### src/rnorm_pkg.sv
// rnorm_pkg: widths, microcode types and control store of the rational normalizer
`default_nettype none
package rnorm_pkg;

    localparam int DATA_WIDTH = 32;
    localparam int MAG_W      = DATA_WIDTH - 1;
    localparam int PC_W       = 5;
    localparam int DIV_CNT_W  = $clog2(MAG_W + 1);

    typedef logic [PC_W-1:0] rnorm_pc_t;

    typedef enum logic [3:0] {
        ACT_NONE,
        ACT_LOAD,
        ACT_START_BA,
        ACT_START_AB,
        ACT_WR_B_REM,
        ACT_WR_A_REM,
        ACT_SET_G,
        ACT_START_NG,
        ACT_START_DG,
        ACT_WR_N_QUO,
        ACT_WR_D_QUO,
        ACT_SET_ZERO,
        ACT_EMIT
    } rnorm_act_t;

    typedef enum logic [2:0] {
        COND_NEVER,
        COND_ALWAYS,
        COND_NO_INPUT,
        COND_D_ZERO,
        COND_N_ZERO,
        COND_AB_DONE,
        COND_A_GT_B,
        COND_DIV_BUSY
    } rnorm_cond_t;

    // the emit step also waits in place while the output word is still held
    typedef struct packed {
        rnorm_act_t  act;
        rnorm_cond_t cond;
        rnorm_pc_t   target;
    } rnorm_ctl_t;

    typedef struct packed {
        logic in_valid;
        logic d_zero;
        logic n_zero;
        logic ab_done;
        logic a_gt_b;
        logic div_busy;
        logic out_full;
    } rnorm_flags_t;

    // program addresses
    localparam rnorm_pc_t PC_WAIT     = PC_W'(0);
    localparam rnorm_pc_t PC_LOOP     = PC_W'(3);
    localparam rnorm_pc_t PC_A_MOD_B  = PC_W'(8);
    localparam rnorm_pc_t PC_GCD_DONE = PC_W'(11);
    localparam rnorm_pc_t PC_EMIT     = PC_W'(18);
    localparam rnorm_pc_t PC_ZERO     = PC_W'(20);

    function automatic rnorm_ctl_t rnorm_rom(input rnorm_pc_t pc);
        rnorm_ctl_t w;
        w = '{act: ACT_NONE, cond: COND_ALWAYS, target: PC_WAIT};
        unique case (pc)
            5'd0:  w = '{act: ACT_LOAD,     cond: COND_NO_INPUT, target: PC_WAIT};
            5'd1:  w = '{act: ACT_NONE,     cond: COND_D_ZERO,   target: PC_ZERO};
            5'd2:  w = '{act: ACT_NONE,     cond: COND_N_ZERO,   target: PC_ZERO};
            5'd3:  w = '{act: ACT_NONE,     cond: COND_AB_DONE,  target: PC_GCD_DONE};
            5'd4:  w = '{act: ACT_NONE,     cond: COND_A_GT_B,   target: PC_A_MOD_B};
            5'd5:  w = '{act: ACT_START_BA, cond: COND_NEVER,    target: PC_WAIT};
            5'd6:  w = '{act: ACT_NONE,     cond: COND_DIV_BUSY, target: PC_W'(6)};
            5'd7:  w = '{act: ACT_WR_B_REM, cond: COND_ALWAYS,   target: PC_LOOP};
            5'd8:  w = '{act: ACT_START_AB, cond: COND_NEVER,    target: PC_WAIT};
            5'd9:  w = '{act: ACT_NONE,     cond: COND_DIV_BUSY, target: PC_W'(9)};
            5'd10: w = '{act: ACT_WR_A_REM, cond: COND_ALWAYS,   target: PC_LOOP};
            5'd11: w = '{act: ACT_SET_G,    cond: COND_NEVER,    target: PC_WAIT};
            5'd12: w = '{act: ACT_START_NG, cond: COND_NEVER,    target: PC_WAIT};
            5'd13: w = '{act: ACT_NONE,     cond: COND_DIV_BUSY, target: PC_W'(13)};
            5'd14: w = '{act: ACT_WR_N_QUO, cond: COND_NEVER,    target: PC_WAIT};
            5'd15: w = '{act: ACT_START_DG, cond: COND_NEVER,    target: PC_WAIT};
            5'd16: w = '{act: ACT_NONE,     cond: COND_DIV_BUSY, target: PC_W'(16)};
            5'd17: w = '{act: ACT_WR_D_QUO, cond: COND_NEVER,    target: PC_WAIT};
            5'd18: w = '{act: ACT_EMIT,     cond: COND_NEVER,    target: PC_WAIT};
            5'd19: w = '{act: ACT_NONE,     cond: COND_ALWAYS,   target: PC_WAIT};
            5'd20: w = '{act: ACT_SET_ZERO, cond: COND_ALWAYS,   target: PC_EMIT};
            default: w = '{act: ACT_NONE,   cond: COND_ALWAYS,   target: PC_WAIT};
        endcase
        return w;
    endfunction

endpackage
`default_nettype wire

### src/rnorm_div.sv
// rnorm_div: restoring divider for magnitudes, one quotient bit per cycle
`default_nettype none
module rnorm_div
    import rnorm_pkg::*;
(
    input  wire logic             clk,
    input  wire logic             rst_n,
    input  wire logic             start,
    input  wire logic [MAG_W-1:0] dividend,
    input  wire logic [MAG_W-1:0] divisor,
    output logic                  busy,
    output logic      [MAG_W-1:0] quotient,
    output logic      [MAG_W-1:0] remainder
);

    logic [DIV_CNT_W-1:0] cnt_reg, cnt_next;
    logic [MAG_W-1:0]     quo_reg, quo_next;
    logic [MAG_W-1:0]     rem_reg, rem_next;
    logic [MAG_W-1:0]     dvs_reg, dvs_next;
    logic [MAG_W:0]       trial;

    always_comb
    begin
        trial    = {rem_reg, quo_reg[MAG_W-1]} - {1'b0, dvs_reg};
        cnt_next = cnt_reg;
        quo_next = quo_reg;
        rem_next = rem_reg;
        dvs_next = dvs_reg;
        if (start)
        begin
            cnt_next = DIV_CNT_W'(MAG_W);
            quo_next = dividend;
            rem_next = '0;
            dvs_next = divisor;
        end
        else if (cnt_reg != '0)
        begin
            cnt_next = cnt_reg - DIV_CNT_W'(1);
            // no borrow means the divisor fits: keep the difference
            if (!trial[MAG_W])
            begin
                rem_next = trial[MAG_W-1:0];
                quo_next = {quo_reg[MAG_W-2:0], 1'b1};
            end
            else
            begin
                rem_next = {rem_reg[MAG_W-2:0], quo_reg[MAG_W-1]};
                quo_next = {quo_reg[MAG_W-2:0], 1'b0};
            end
        end
    end

    always_ff @(posedge clk or negedge rst_n)
    begin
        if (!rst_n)
            cnt_reg <= '0;
        else
            cnt_reg <= cnt_next;
    end

    always_ff @(posedge clk)
    begin
        quo_reg <= quo_next;
        rem_reg <= rem_next;
        dvs_reg <= dvs_next;
    end

    assign busy      = (cnt_reg != '0);
    assign quotient  = quo_reg;
    assign remainder = rem_reg;

endmodule
`default_nettype wire

### src/rnorm_seq.sv
// rnorm_seq: step counter, control store lookup and conditional jumps
`default_nettype none
module rnorm_seq
    import rnorm_pkg::*;
(
    input  wire logic         clk,
    input  wire logic         rst_n,
    input  wire rnorm_flags_t flags,
    output rnorm_ctl_t        ctl
);

    rnorm_pc_t pc_reg, pc_next;
    logic      take;
    logic      hold;

    assign ctl = rnorm_rom(pc_reg);

    always_comb
    begin
        unique case (ctl.cond)
            COND_NEVER:    take = 1'b0;
            COND_ALWAYS:   take = 1'b1;
            COND_NO_INPUT: take = !flags.in_valid;
            COND_D_ZERO:   take = flags.d_zero;
            COND_N_ZERO:   take = flags.n_zero;
            COND_AB_DONE:  take = flags.ab_done;
            COND_A_GT_B:   take = flags.a_gt_b;
            COND_DIV_BUSY: take = flags.div_busy;
            default:       take = 1'b0;
        endcase
    end

    // emit waits in place until the output register is free
    assign hold = (ctl.act == ACT_EMIT) && flags.out_full;

    always_comb
    begin
        if (hold)
            pc_next = pc_reg;
        else if (take)
            pc_next = ctl.target;
        else
            pc_next = pc_reg + PC_W'(1);
    end

    always_ff @(posedge clk or negedge rst_n)
    begin
        if (!rst_n)
            pc_reg <= PC_WAIT;
        else
            pc_reg <= pc_next;
    end

endmodule
`default_nettype wire

### src/rational_normalizer_core.sv
// rational_normalizer_core: reduces a signed fraction to lowest terms
//
//   channel | direction | payload                                | handshake
//   in      | input     | numer_in, denom_in                     | in_valid / in_ready
//   out     | output    | numer_out, denom_out, bad_denominator  | out_valid / out_ready
//
// one word at a time; an accepted word runs the remainder steps of the gcd loop and then
// the two final divisions by the gcd, all on the shared one-bit-per-cycle divider
// zero numerator or zero denominator skips the gcd loop and emits 0/1
// reset clears the step counter, divider count and output valid
// a held output word stalls the emit step, and the next input word waits until it leaves
`default_nettype none
module rational_normalizer_core
    import rnorm_pkg::*;
(
    input  wire logic                         clk,
    input  wire logic                         rst_n,
    input  wire logic                         in_valid,
    output logic                              in_ready,
    input  wire logic signed [DATA_WIDTH-1:0] numer_in,
    input  wire logic signed [DATA_WIDTH-1:0] denom_in,
    output logic                              out_valid,
    input  wire logic                         out_ready,
    output logic signed      [DATA_WIDTH-1:0] numer_out,
    output logic             [MAG_W-1:0]      denom_out,
    output logic                              bad_denominator
);

    rnorm_ctl_t   ctl;
    rnorm_flags_t flags;

    logic [MAG_W-1:0] n_reg, n_next;
    logic [MAG_W-1:0] d_reg, d_next;
    logic [MAG_W-1:0] a_reg, a_next;
    logic [MAG_W-1:0] b_reg, b_next;
    logic [MAG_W-1:0] g_reg, g_next;
    logic             neg_reg, neg_next;
    logic             bad_reg, bad_next;

    logic                  out_valid_reg, out_valid_next;
    logic [DATA_WIDTH-1:0] numer_reg, numer_next;
    logic [MAG_W-1:0]      denom_reg, denom_next;
    logic                  badout_reg, badout_next;

    logic [DATA_WIDTH-1:0] n_neg_val, d_neg_val;
    logic [MAG_W-1:0]      n_mag, d_mag;
    logic [DATA_WIDTH-1:0] signed_n;

    logic             div_start;
    logic [MAG_W-1:0] div_dividend, div_divisor;
    logic             div_busy;
    logic [MAG_W-1:0] div_quo, div_rem;
    logic             out_full;
    logic             emit;

    rnorm_seq u_seq (
        .clk   (clk),
        .rst_n (rst_n),
        .flags (flags),
        .ctl   (ctl)
    );

    rnorm_div u_div (
        .clk       (clk),
        .rst_n     (rst_n),
        .start     (div_start),
        .dividend  (div_dividend),
        .divisor   (div_divisor),
        .busy      (div_busy),
        .quotient  (div_quo),
        .remainder (div_rem)
    );

    // magnitudes, the most negative value saturates to all ones
    always_comb
    begin
        n_neg_val = -numer_in;
        d_neg_val = -denom_in;
        if (!numer_in[DATA_WIDTH-1])
            n_mag = numer_in[MAG_W-1:0];
        else if (n_neg_val[DATA_WIDTH-1])
            n_mag = '1;
        else
            n_mag = n_neg_val[MAG_W-1:0];
        if (!denom_in[DATA_WIDTH-1])
            d_mag = denom_in[MAG_W-1:0];
        else if (d_neg_val[DATA_WIDTH-1])
            d_mag = '1;
        else
            d_mag = d_neg_val[MAG_W-1:0];
    end

    assign out_full = out_valid_reg && !out_ready;
    assign in_ready = (ctl.act == ACT_LOAD);
    assign emit     = (ctl.act == ACT_EMIT) && !out_full;

    always_comb
    begin
        flags.in_valid = in_valid;
        flags.d_zero   = (d_reg == '0);
        flags.n_zero   = (n_reg == '0);
        flags.ab_done  = (a_reg == '0) || (b_reg == '0);
        flags.a_gt_b   = (a_reg > b_reg);
        flags.div_busy = div_busy;
        flags.out_full = out_full;
    end

    always_comb
    begin
        div_start    = 1'b0;
        div_dividend = b_reg;
        div_divisor  = a_reg;
        case (ctl.act)
            ACT_START_BA:
            begin
                div_start    = 1'b1;
                div_dividend = b_reg;
                div_divisor  = a_reg;
            end
            ACT_START_AB:
            begin
                div_start    = 1'b1;
                div_dividend = a_reg;
                div_divisor  = b_reg;
            end
            ACT_START_NG:
            begin
                div_start    = 1'b1;
                div_dividend = n_reg;
                div_divisor  = g_reg;
            end
            ACT_START_DG:
            begin
                div_start    = 1'b1;
                div_dividend = d_reg;
                div_divisor  = g_reg;
            end
            default: ;
        endcase
    end

    always_comb
    begin
        n_next   = n_reg;
        d_next   = d_reg;
        a_next   = a_reg;
        b_next   = b_reg;
        g_next   = g_reg;
        neg_next = neg_reg;
        bad_next = bad_reg;
        case (ctl.act)
            ACT_LOAD:
            begin
                if (in_valid)
                begin
                    n_next   = n_mag;
                    d_next   = d_mag;
                    a_next   = n_mag;
                    b_next   = d_mag;
                    neg_next = numer_in[DATA_WIDTH-1] ^ denom_in[DATA_WIDTH-1];
                    bad_next = (d_mag == '0);
                end
            end
            ACT_WR_B_REM: b_next = div_rem;
            ACT_WR_A_REM: a_next = div_rem;
            // one of the two is zero here
            ACT_SET_G:    g_next = a_reg | b_reg;
            ACT_WR_N_QUO: n_next = div_quo;
            ACT_WR_D_QUO: d_next = div_quo;
            ACT_SET_ZERO:
            begin
                n_next = '0;
                d_next = MAG_W'(1);
            end
            default: ;
        endcase
    end

    assign signed_n = neg_reg ? -{1'b0, n_reg} : {1'b0, n_reg};

    always_comb
    begin
        out_valid_next = out_valid_reg && !out_ready;
        numer_next     = numer_reg;
        denom_next     = denom_reg;
        badout_next    = badout_reg;
        if (emit)
        begin
            out_valid_next = 1'b1;
            numer_next     = signed_n;
            denom_next     = d_reg;
            badout_next    = bad_reg;
        end
    end

    always_ff @(posedge clk or negedge rst_n)
    begin
        if (!rst_n)
            out_valid_reg <= 1'b0;
        else
            out_valid_reg <= out_valid_next;
    end

    always_ff @(posedge clk)
    begin
        n_reg      <= n_next;
        d_reg      <= d_next;
        a_reg      <= a_next;
        b_reg      <= b_next;
        g_reg      <= g_next;
        neg_reg    <= neg_next;
        bad_reg    <= bad_next;
        numer_reg  <= numer_next;
        denom_reg  <= denom_next;
        badout_reg <= badout_next;
    end

    assign out_valid       = out_valid_reg;
    assign numer_out       = numer_reg;
    assign denom_out       = denom_reg;
    assign bad_denominator = badout_reg;

endmodule
`default_nettype wire

### config.mk
export PLATFORM = sky130hd
export DESIGN_NAME = rational_normalizer_core
export DESIGN_NICKNAME = d
export VERILOG_FILES = /design/src/rnorm_pkg.sv /design/src/rnorm_div.sv /design/src/rnorm_seq.sv /design/src/rational_normalizer_core.sv
export SDC_FILE = /design/constraint.sdc
export NUM_CORES = 1
export LEC_CHECK = 0
export BUFFER_PORTS_ARGS = -buffer_cell sky130_fd_sc_hd__buf_2
export CAP_MARGIN = 20
export CORE_UTILIZATION = 28
export CTS_CLUSTER_SIZE = 8
export DETAILED_ROUTE_END_ITERATION = 10
export GPL_TIMING_DRIVEN = 0
export PLACE_DENSITY = 0.48
export SYNTH_ARGS = -nofsm -noshare
export SYNTH_HDL_FRONTEND = slang
export SYNTH_SLANG_ARGS = --single-unit
### constraint.sdc
create_clock -name clk -period 6.7 [get_ports clk]
set_input_delay 1.34 -clock clk [delete_from_list [all_inputs] [get_ports clk]]
set_output_delay 1.34 -clock clk [all_outputs]
set_load 0.1 [all_outputs]
Word-level counts from Yosys, hierarchy flattened
Memories as Yosys holds them, arrays and structs flattened.
Cells that the tools add are included.
W data, S select, Z words.

operators by class
  add/sub/neg operators = 6
  $lt $le $gt $ge = 1
  equal/unequal tests = 20
  muxes and demuxes = 23
  bitwise gates (word level) = 2
  reductions and logical operators = 26

operators by type and width
  operator               number
  $mux W31               10
  $pmux W31 S3           3
  $pmux W31 S2           3
  $logic_not A31 Y1      5
  $neg A32 Y32           2
  $neg A31 Y32           1
  $sub A32 B31 Y32       1
  $gt A31 B31 Y1         1
  $or A31 B31 Y31        1
  $eq A4 B4 Y1 const B   5
  $eq A4 B3 Y1 const B   4
  $mux W5                3
  $eq A3 B3 Y1 const B   4
  $reduce_and A2 Y1      5
  $eq A4 B2 Y1 const B   2
  $pmux W1 S8            1
  $eq A3 B2 Y1 const B   2
  $reduce_bool A2 Y1     3
  $reduce_bool A3 Y1     2
  $add A5 B1 Y5 const B  1
  $reduce_bool A5 Y1     1
  $sub A5 B1 Y5 const B  1
  $eq A4 B1 Y1 const B   1
  $reduce_or A4 Y1       1
  other kinds (9)        15

storage, ports and cells
  register bits after elaboration = 325
  bits in read-only memories = 384
  bits of input ports = 68
  output and inout port bits = 66
  word-level logic and storage cells = 96
  memories kept = 1

memory list
  memory            words  bits a word  rd ports  clocked after memory_dff  write ports  RTL line         RTL
  (name not given)  32     12           1         0                         0            rnorm_pkg.sv:67  unique case (pc)

Logic depth before layout (Yosys ltp)
Gate-level depths: netlist of the first run.

  word-level depth = 5
  gate-level depth with buffers = 14
  depth with buffers taken out = 12

Hierarchy
From an unflattened synthesis of the first run, not the netlist that was laid out.

unflattened totals
  cell total of the unflattened synthesis = 2078
  area total of the unflattened synthesis = 20298.2 um^2

modules (own cells, without submodules)
  module                    instances  cells each  area an instance (um^2)  sequential area each (um^2)
  rational_normalizer_core  1          1434        13778.2                  6661.4
  rnorm_div                 1          537         5688.0                   2607.5
  rnorm_seq                 1          107         832.0                    125.1

Worst setup path before layout of the first run
Ideal clock, no wire load.

  path kind = reg2reg
  start point = reg u_seq.pc_reg[0]
  end point = reg a_reg[0], enable pin
  library setup time = 389 ps
  arrival time = 5187 ps
  data required time = 6311 ps
  setup slack = 1124 ps
  cell stages (with the launch flop) = 11
  path buffers = 1
  period minus slack after synthesis = 5576 ps
  path through = dfrtp_1 -> inv_1 -> ha_1 -> nor3b_1 -> a211o_1 -> nand2_1 -> clkbuf_1 -> nand2b_1 -> nor3b_1 -> nand2_1 -> nand2_1

on the way
  longest elaborated chain between the ends = 4
  elaborated cells on any way between the ends = 6
  classes of those cells = eq/ne: 3; reduce/logical: 2; memory: 1

RTL lines
  item                                                                 RTL line                         RTL
  from (decl)                                                          rnorm_seq.sv:12                  rnorm_pc_t pc_reg, pc_next;
  from (signal assigned)                                               rnorm_seq.sv:51                  pc_reg <= pc_next;
  $mem_v2 Z32 W12 *                                                    -
  $eq A4 B1 Y1 *                                                       -
  net in_ready                                                         rational_normalizer_core.sv:19   output logic in_ready,
  $ne A2 B2 Y1 (no line) / $reduce_bool A2 Y1 (equally long branches)  -
  $reduce_and A2 Y1 (no line) *                                        -
  to (signal assigned)                                                 rational_normalizer_core.sv:208  a_reg <= a_next;
  to (decl)                                                            rational_normalizer_core.sv:34   logic [MAG_W-1:0] a_reg, a_next;

Mark *: on every way through the listed nets, which the timed path passes. The rest lies on a longest branch.
A chain may end at the register's enable or synchronous reset.

Final worst setup path of the first run
  start point = reg u_seq.pc_reg[3]
  end point = out in_ready

on the way
  longest elaborated chain between the ends = 2

RTL lines
  item             RTL line                        RTL
  $mem_v2 Z32 W12  -
  $eq A4 B1 Y1     rational_normalizer_core.sv:94  assign in_ready = (ctl.act == ACT_LOAD);
  to (decl)        rational_normalizer_core.sv:19

Every way passes these cells.

==> impl_metrics.env, run 1 <==
export IMPL_status="finished, final reports clean"
export IMPL_drive_gt1_share_pct=10.9
export IMPL_met3_usage_pct=5.43
export IMPL_synthArstFlopShare_pct=3.38
export IMPL_cts_root_buf="clkbuf_16"
export IMPL_finalHoldViolCount=0
export IMPL_cts_setup_buffers=0
export IMPL_syn_to_final_growth_pct=17.1
export IMPL_cts_resized_gates=0
export IMPL_hp_start="bad_reg$_DFFE_PP_"
export IMPL_met2_usage_pct=31.7
export IMPL_largest_reg_flops=32
export IMPL_ys_seq_area_share_pct=48.2
export IMPL_postRouteAntennaNets=0
export IMPL_required_ns=5.36
export IMPL_dr_pass1_iters=6
export IMPL_synth_edf_count=283
export IMPL_wire_per_inst_um=24.1
export IMPL_dpl_cell_count=3038
export IMPL_drv_slew=0
export IMPL_crit_type="register to primary output"
export IMPL_hold_path_cell_count=0
export IMPL_crit_fanout=10
export IMPL_ff2ff_path_depth=13
export IMPL_first_global_vias=16300
export IMPL_clockBufferDepth=3
export IMPL_start_util_pct=28.4
export IMPL_clock_skew_ns=0.0317
export IMPL_hp_class="register to register"
export IMPL_busiest_layer="met2"
export IMPL_cts_tree="done"
export IMPL_gr_total_overflow=0
export IMPL_clk_pin_slew_ns=0.06
export IMPL_slew_headroom_pct=20.4
export IMPL_vias_per_cell=5.47
export IMPL_synthesis_area_sq_mm=0.0195
export IMPL_yosysUniqueCellTypes=72
export IMPL_dieArea_sq_mm=0.0707
export IMPL_drtIter0Drc=2064
export IMPL_r2r_start="u_seq.pc_reg[1]$_DFFE_PN0P_"
export IMPL_min_period_over_period_pct=77.3
export IMPL_htreeDepth=2
export IMPL_final_nets=2330
export IMPL_syn_inst=1964
export IMPL_drc=0
export IMPL_grt_util_met1_pct=29.0
export IMPL_antenna_found_initial=1
export IMPL_fillers=7164
export IMPL_die_w_um=266
export IMPL_ir_drop_v=0.000256
export IMPL_maxCapViolations=0
export IMPL_hpwl_um=59700
export IMPL_antenna_cells=0
export IMPL_synth_fp_nets=2137
export IMPL_gp_congestion=0.960
export IMPL_r2r_end="u_div.dvs_reg[23]$_DFFE_PN_"
export IMPL_instances_no_fill=3105
export IMPL_finalWirelength_um=74700
export IMPL_min_to="bad_denominator$_DFFE_PP_"
export IMPL_yosysWarnings=0
export IMPL_setup_viol=0
export IMPL_grt_max_degree=36
export IMPL_ff2ff_setup_slack_ns=1.55
export IMPL_critPathLaunchType="register"
export IMPL_cts_buffers=46
export IMPL_pwr_density_cell_mw_per_mm2=565
export IMPL_row_count=96
export IMPL_io_pins=134
export IMPL_cts_sinks=325
export IMPL_die_y_um=266
export IMPL_syn_area_per_cell_sq_um=9.93
export IMPL_dr_total_vias=17000
export IMPL_p_total_mw=12.9
export IMPL_fmaxAchievable_ghz=0.193
export IMPL_synth_ff_type="edfxtp_1"
export IMPL_hold_buffers=0
export IMPL_end_kind="primary output"
export IMPL_ys_ff_latch=325
export IMPL_rsz0062_at_grt="false"
export IMPL_worstSkewPairLatency_ns=0.60
export IMPL_grtUsageTotal_pct=20.7
export IMPL_total_leakage_power_nw=8.85
export IMPL_grt_pass1_wl_um=108000
export IMPL_worst_slew_pin_slew_ns=1.19
export IMPL_arrival_ns=3.84
export IMPL_port_buffer_count=131
export IMPL_core_area_sq_mm=0.0687
export IMPL_fin_crit_ns=5.18
-- through the flow --
| step | worst slack [ns] | cell area, sq um | setup TNS, ns | util, % | hold slack [ns] |
|---|---|---|---|---|---|
| 6_report | 1.52 | 22800 | 0 | 33.2 | 0.423 |
| 5_1_grt | 1.28 | 22800 | 0 | 33.2 | 0.460 |
| 4_1_cts | 1.51 | 22800 | 0 | 33.2 | 0.432 |
| 3_5_place_dp | 1.44 | 21500 | 0 | 31.3 | 0.435 |
| 3_3_place_gp | -0.794 | 21300 | -49.63 | 31.0 | 0.430 |
| 2_1_floorplan | 1.12 | 19500 | 0 | - | 0.400 |
-- critical path, cell delays in order, from the launching register on --
cell      delay (ns)
dfrtp_1         0.33
clkbuf_1        0.33
buf_1           0.43
a311oi_1        0.17
a31oi_1         0.42
clkbuf_1        0.60
nor3b_1         0.46
buf_2           0.51
-- worst max-delay path by stage --
| stage | startpoint | end | slack (ns) |
|---|---|---|---|
| 2_1_floorplan | u_seq.pc_reg[0]$_DFFE_PN0N_ | a_reg[0]$_DFFE_PP_ | 1.12 |
| 3_3_place_gp | u_seq.pc_reg[1]$_DFFE_PN0P_ | denom_out[11]$_DFFE_PP_ | -0.79 |
| 3_5_place_dp | denom_in[1] | bad_reg$_DFFE_PP_ | 1.44 |
| 4_1_cts | u_seq.pc_reg[3]$_DFFE_PN0N_ | in_ready | 1.51 |
| 5_1_grt | u_seq.pc_reg[3]$_DFFE_PN0N_ | in_ready | 1.28 |
| 6_report | u_seq.pc_reg[3]$_DFFE_PN0N_ | in_ready | 1.52 |
-- report_power, final --
part           internal [mW]  leakage, nW  switching, mW
clock network           1.26        0.618          0.927
logic                   2.19         5.24           4.17
registers               3.41         3.00          0.932
total                   6.86         8.85           6.03
-- final cells by class --
type | instances | area (sq um) | share of cell area, %
Buffer | 119 | 483 | 2.12
Clock inverter | 3 | 56.3 | 0.247
Inverter | 157 | 589 | 2.58
Timing Repair Buffer | 145 | 866 | 3.79
Tap cell | 931 | 1160 | 5.11
Clock buffer | 62 | 1220 | 5.35
Multi-Input combinational cell | 1363 | 9040 | 39.6
Sequential cell | 325 | 9390 | 41.2
-- cells in the final DEF, fill, tap and decap left out, types with 46 or more instances in the layout --
master / count
clkbuf_16: 46
inv_1: 157
clkbuf_1: 121
a21oi_1: 196
o21ai_0: 91
xnor2_1: 59
edfxtp_1: 283
ha_1: 104
a31oi_1: 94
xor2_1: 59
nor2_1: 131
nand2_1: 155
buf_2: 135
-- layer usage --
metal	share of wire (%)	vias to the layer above	wire, um
met1	44	8447	32900
met2	44	756	32900
met5	0	-	0
met3	10	85	7510
li1	-	7705	-
met4	1.9	0	1390
-- Yosys cell counts, types with 6 or more instances --
| library cell | n | share of area (%) |
|---|---|---|
| clkbuf_1 | 106 | 2.0 |
| nand2_1 | 156 | 3.0 |
| nand4_1 | 17 | 0.55 |
| o21a_1 | 9 | 0.35 |
| nor2_1 | 131 | 2.5 |
| or4_1 | 14 | 0.54 |
| a22oi_1 | 35 | 1.3 |
| edfxtp_1 | 283 | 44 |
| o21ai_0 | 91 | 2.3 |
| o41ai_1 | 15 | 0.67 |
| o21bai_1 | 11 | 0.42 |
| nand3b_1 | 6 | 0.23 |
| mux2i_1 | 29 | 1.5 |
| nor3b_1 | 7 | 0.27 |
| ha_1 | 104 | 6.7 |
| xor2_1 | 59 | 2.7 |
| and3_1 | 7 | 0.22 |
| nor4_1 | 42 | 1.3 |
| dfxtp_1 | 31 | 3.2 |
| a222oi_1 | 31 | 1.6 |
| dfrtp_1 | 11 | 1.4 |
| a22o_1 | 33 | 1.5 |
| or3_1 | 12 | 0.39 |
| nand2b_1 | 14 | 0.45 |
| nand3_1 | 30 | 0.77 |
| buf_1 | 9 | 0.17 |
| a21oi_1 | 196 | 5.0 |
| nor2b_1 | 15 | 0.48 |
| inv_1 | 157 | 3.0 |
| nor3_1 | 16 | 0.41 |
| o31ai_1 | 25 | 0.96 |
| xnor2_1 | 59 | 2.7 |
| a31oi_1 | 94 | 3.0 |
| and4_1 | 6 | 0.27 |
| o211ai_1 | 11 | 0.42 |
| or2_2 | 10 | 0.32 |
| a21o_1 | 16 | 0.62 |
-- logic make-up after synthesis --
group	synth area share, %
muxes	1.66
xor gates and xnor gates	5.30
buffers and inverters	5.49
AOI/OAI and AO/OA	19.9
adders and majority gates	6.78
DFF	48.2
and+or+nand+nor	12.7
(Power assumes the default switching activity.)
==> run 2: changes to the inputs <==
- PLACE_DENSITY: 0.48 -> 0.5
- clock period: 6.7 -> 4.65 ns (I/O delays scaled with it)
==> impl_metrics.env, run 2 (synthesis results as in run 1) <==
export IMPL_status="finished, final reports clean"
export IMPL_io_pins=134
export IMPL_largest_reg_flops=32
export IMPL_cts_sinks=325
export IMPL_holdWs_ns=0.191
export IMPL_port_buffer_count=131
export IMPL_pwr_density_cell_mw_per_mm2=815
export IMPL_antenna_found_initial=1
export IMPL_drtIter0Drc=2191
export IMPL_postRouteAntennaNets=0
export IMPL_crit_family="simple AND/OR/NAND/NOR gates"
export IMPL_grt_max_degree=35
export IMPL_hold_buffers=0
export IMPL_end_kind="register"
export IMPL_gr_total_overflow=0
export IMPL_cts_root_buf="clkbuf_16"
export IMPL_hp_class="input port to asynchronous set/reset pin"
export IMPL_htreeDepth=2
export IMPL_tns_ns=0
export IMPL_setup_viol=0
export IMPL_total_leakage_power_nw=8.88
export IMPL_arrival_ns=5.00
export IMPL_layout_commonest_cell="edfxtp_1"
export IMPL_die_w_um=266
export IMPL_critPathLaunchType="register"
export IMPL_hpwl_um=58500
export IMPL_cts_setup_buffers=0
export IMPL_max_stage_delay_ns=0.89
export IMPL_path_cells="nor4_1 > nand4_1 > or4_1 > o21bai_1 > nand3b_1 > o211ai_1 > a21oi_1 > a2111oi_0 > a211o_1"
export IMPL_syn_to_final_growth_pct=17.4
export IMPL_crit_fanout=10
export IMPL_fin_crit_ns=4.47
export IMPL_instances_no_fill=3108
export IMPL_worstSkewPairLatency_ns=0.62
export IMPL_ir_drop_v=0.000348
export IMPL_gp_congestion=0.969
export IMPL_drc=0
export IMPL_core_area_sq_mm=0.0687
export IMPL_cts_tree="done"
export IMPL_critPathSlowestCell="nor4_1"
export IMPL_vias_per_cell=5.48
export IMPL_clockBufferDepth=3
export IMPL_slew_headroom_pct=25.1
export IMPL_drive_gt1_share_pct=11.2
export IMPL_dr_total_vias=17000
export IMPL_finalHoldViolCount=0
export IMPL_die_y_um=266
export IMPL_crit_type="register to register"
export IMPL_maxCapViolations=0
export IMPL_clock_skew_ns=0.0545
export IMPL_clk_pin_slew_ns=0.06
export IMPL_min_period_over_period_pct=96.0
export IMPL_row_count=96
export IMPL_rsz0062_at_grt="false"
export IMPL_layout_common_cells="edfxtp_1 (283), a21oi_1 (196), inv_1 (157)"
export IMPL_worst_slew_pin_slew_ns=1.12
export IMPL_grt_pass1_wl_um=106000
export IMPL_cts_buffers=46
export IMPL_finalWirelength_um=73500
export IMPL_worstPathBufferInverterCount=0
export IMPL_drv_slew=0
export IMPL_required_ns=5.18
export IMPL_fmaxAchievable_ghz=0.224
export IMPL_dieArea_sq_mm=0.0707
export IMPL_p_total_mw=18.7
export IMPL_wire_per_inst_um=23.6
export IMPL_dr_pass1_iters=7
export IMPL_final_nets=2329
export IMPL_start_util_pct=28.4
export IMPL_first_global_vias=16100
export IMPL_dpl_cell_count=3037
export IMPL_grtUsageTotal_pct=20.2
## run 2: per-stage QoR
step                instance area, sq um  setup WS, ns  util, %
floorplan                          19500         0.263        -
global route                       22900        0.0108     33.3
global placement                   21300         -1.86     31.0
finish                             22900         0.184     33.3
detailed placement                 21500        -0.313     31.3
CTS                                22800        0.0912     33.2
## run 2: layout make-up
| class | count | area, sq um |
|---|---|---|
| Antenna cell | 1 | 2.50 |
| Buffer | 119 | 489 |
| Clock buffer | 64 | 1220 |
| Clock inverter | 4 | 83.8 |
| Fill cell | 7132 | 45800 |
| Inverter | 157 | 589 |
| Multi-Input combinational cell | 1363 | 9070 |
| Sequential cell | 325 | 9390 |
| Tap cell | 931 | 1160 |
| Timing Repair Buffer | 144 | 862 |
## run 2: repair_timing
| item | CTS | global route |
|---|---|---|
| endpoints found under the setup margin | 97 | 202 |
| pin swaps | 0 | 0 |
| resized for setup | 3 | 10 |
## run 2: final timing paths
path	from	end	slack, ns	depth (start not counted)
max reg2reg	n_reg[9]$_DFFE_PP_	u_seq.pc_reg[0]$_DFFE_PN0N_	0.18	9
min reg2reg	bad_reg$_DFFE_PP_	bad_denominator$_DFFE_PP_	0.43	0
min	rst_n	u_seq.pc_reg[4]$_DFFE_PN0N_	0.19	1
max	n_reg[9]$_DFFE_PP_	u_seq.pc_reg[0]$_DFFE_PN0N_	0.18	9
min in group clk	bad_reg$_DFFE_PP_	bad_denominator$_DFFE_PP_	0.43	0
max in group asynchronous	rst_n	u_div.cnt_reg[1]$_DFFE_PN0P_	4.24	1
## run 2: worst register-to-register path: cells and delay by family, from the launching register on
| family | cells | cell delay [ns] |
|---|---|---|
| compound gates | 5 | 1.78 |
| flops | 1 | 0.46 |
| simple gates | 4 | 2.16 |
## run 2: report_power, final
part / internal, mW / switching, mW / total, mW
registers: 4.91 / 1.34 / 6.25
clock network: 1.82 / 1.36 / 3.18
logic: 3.17 / 6.04 / 9.22
## run 2: routing by layer
layer / GRT usage [%] / up-vias / routed length [um]
met1: 27.8 / 8402 / 31900
met4: 4.66 / 2 / 1370
met5: 1.32 / - / 126
met3: 5.87 / 98 / 7530
li1: - / 7703 / -
met2: 31.0 / 837 / 32500
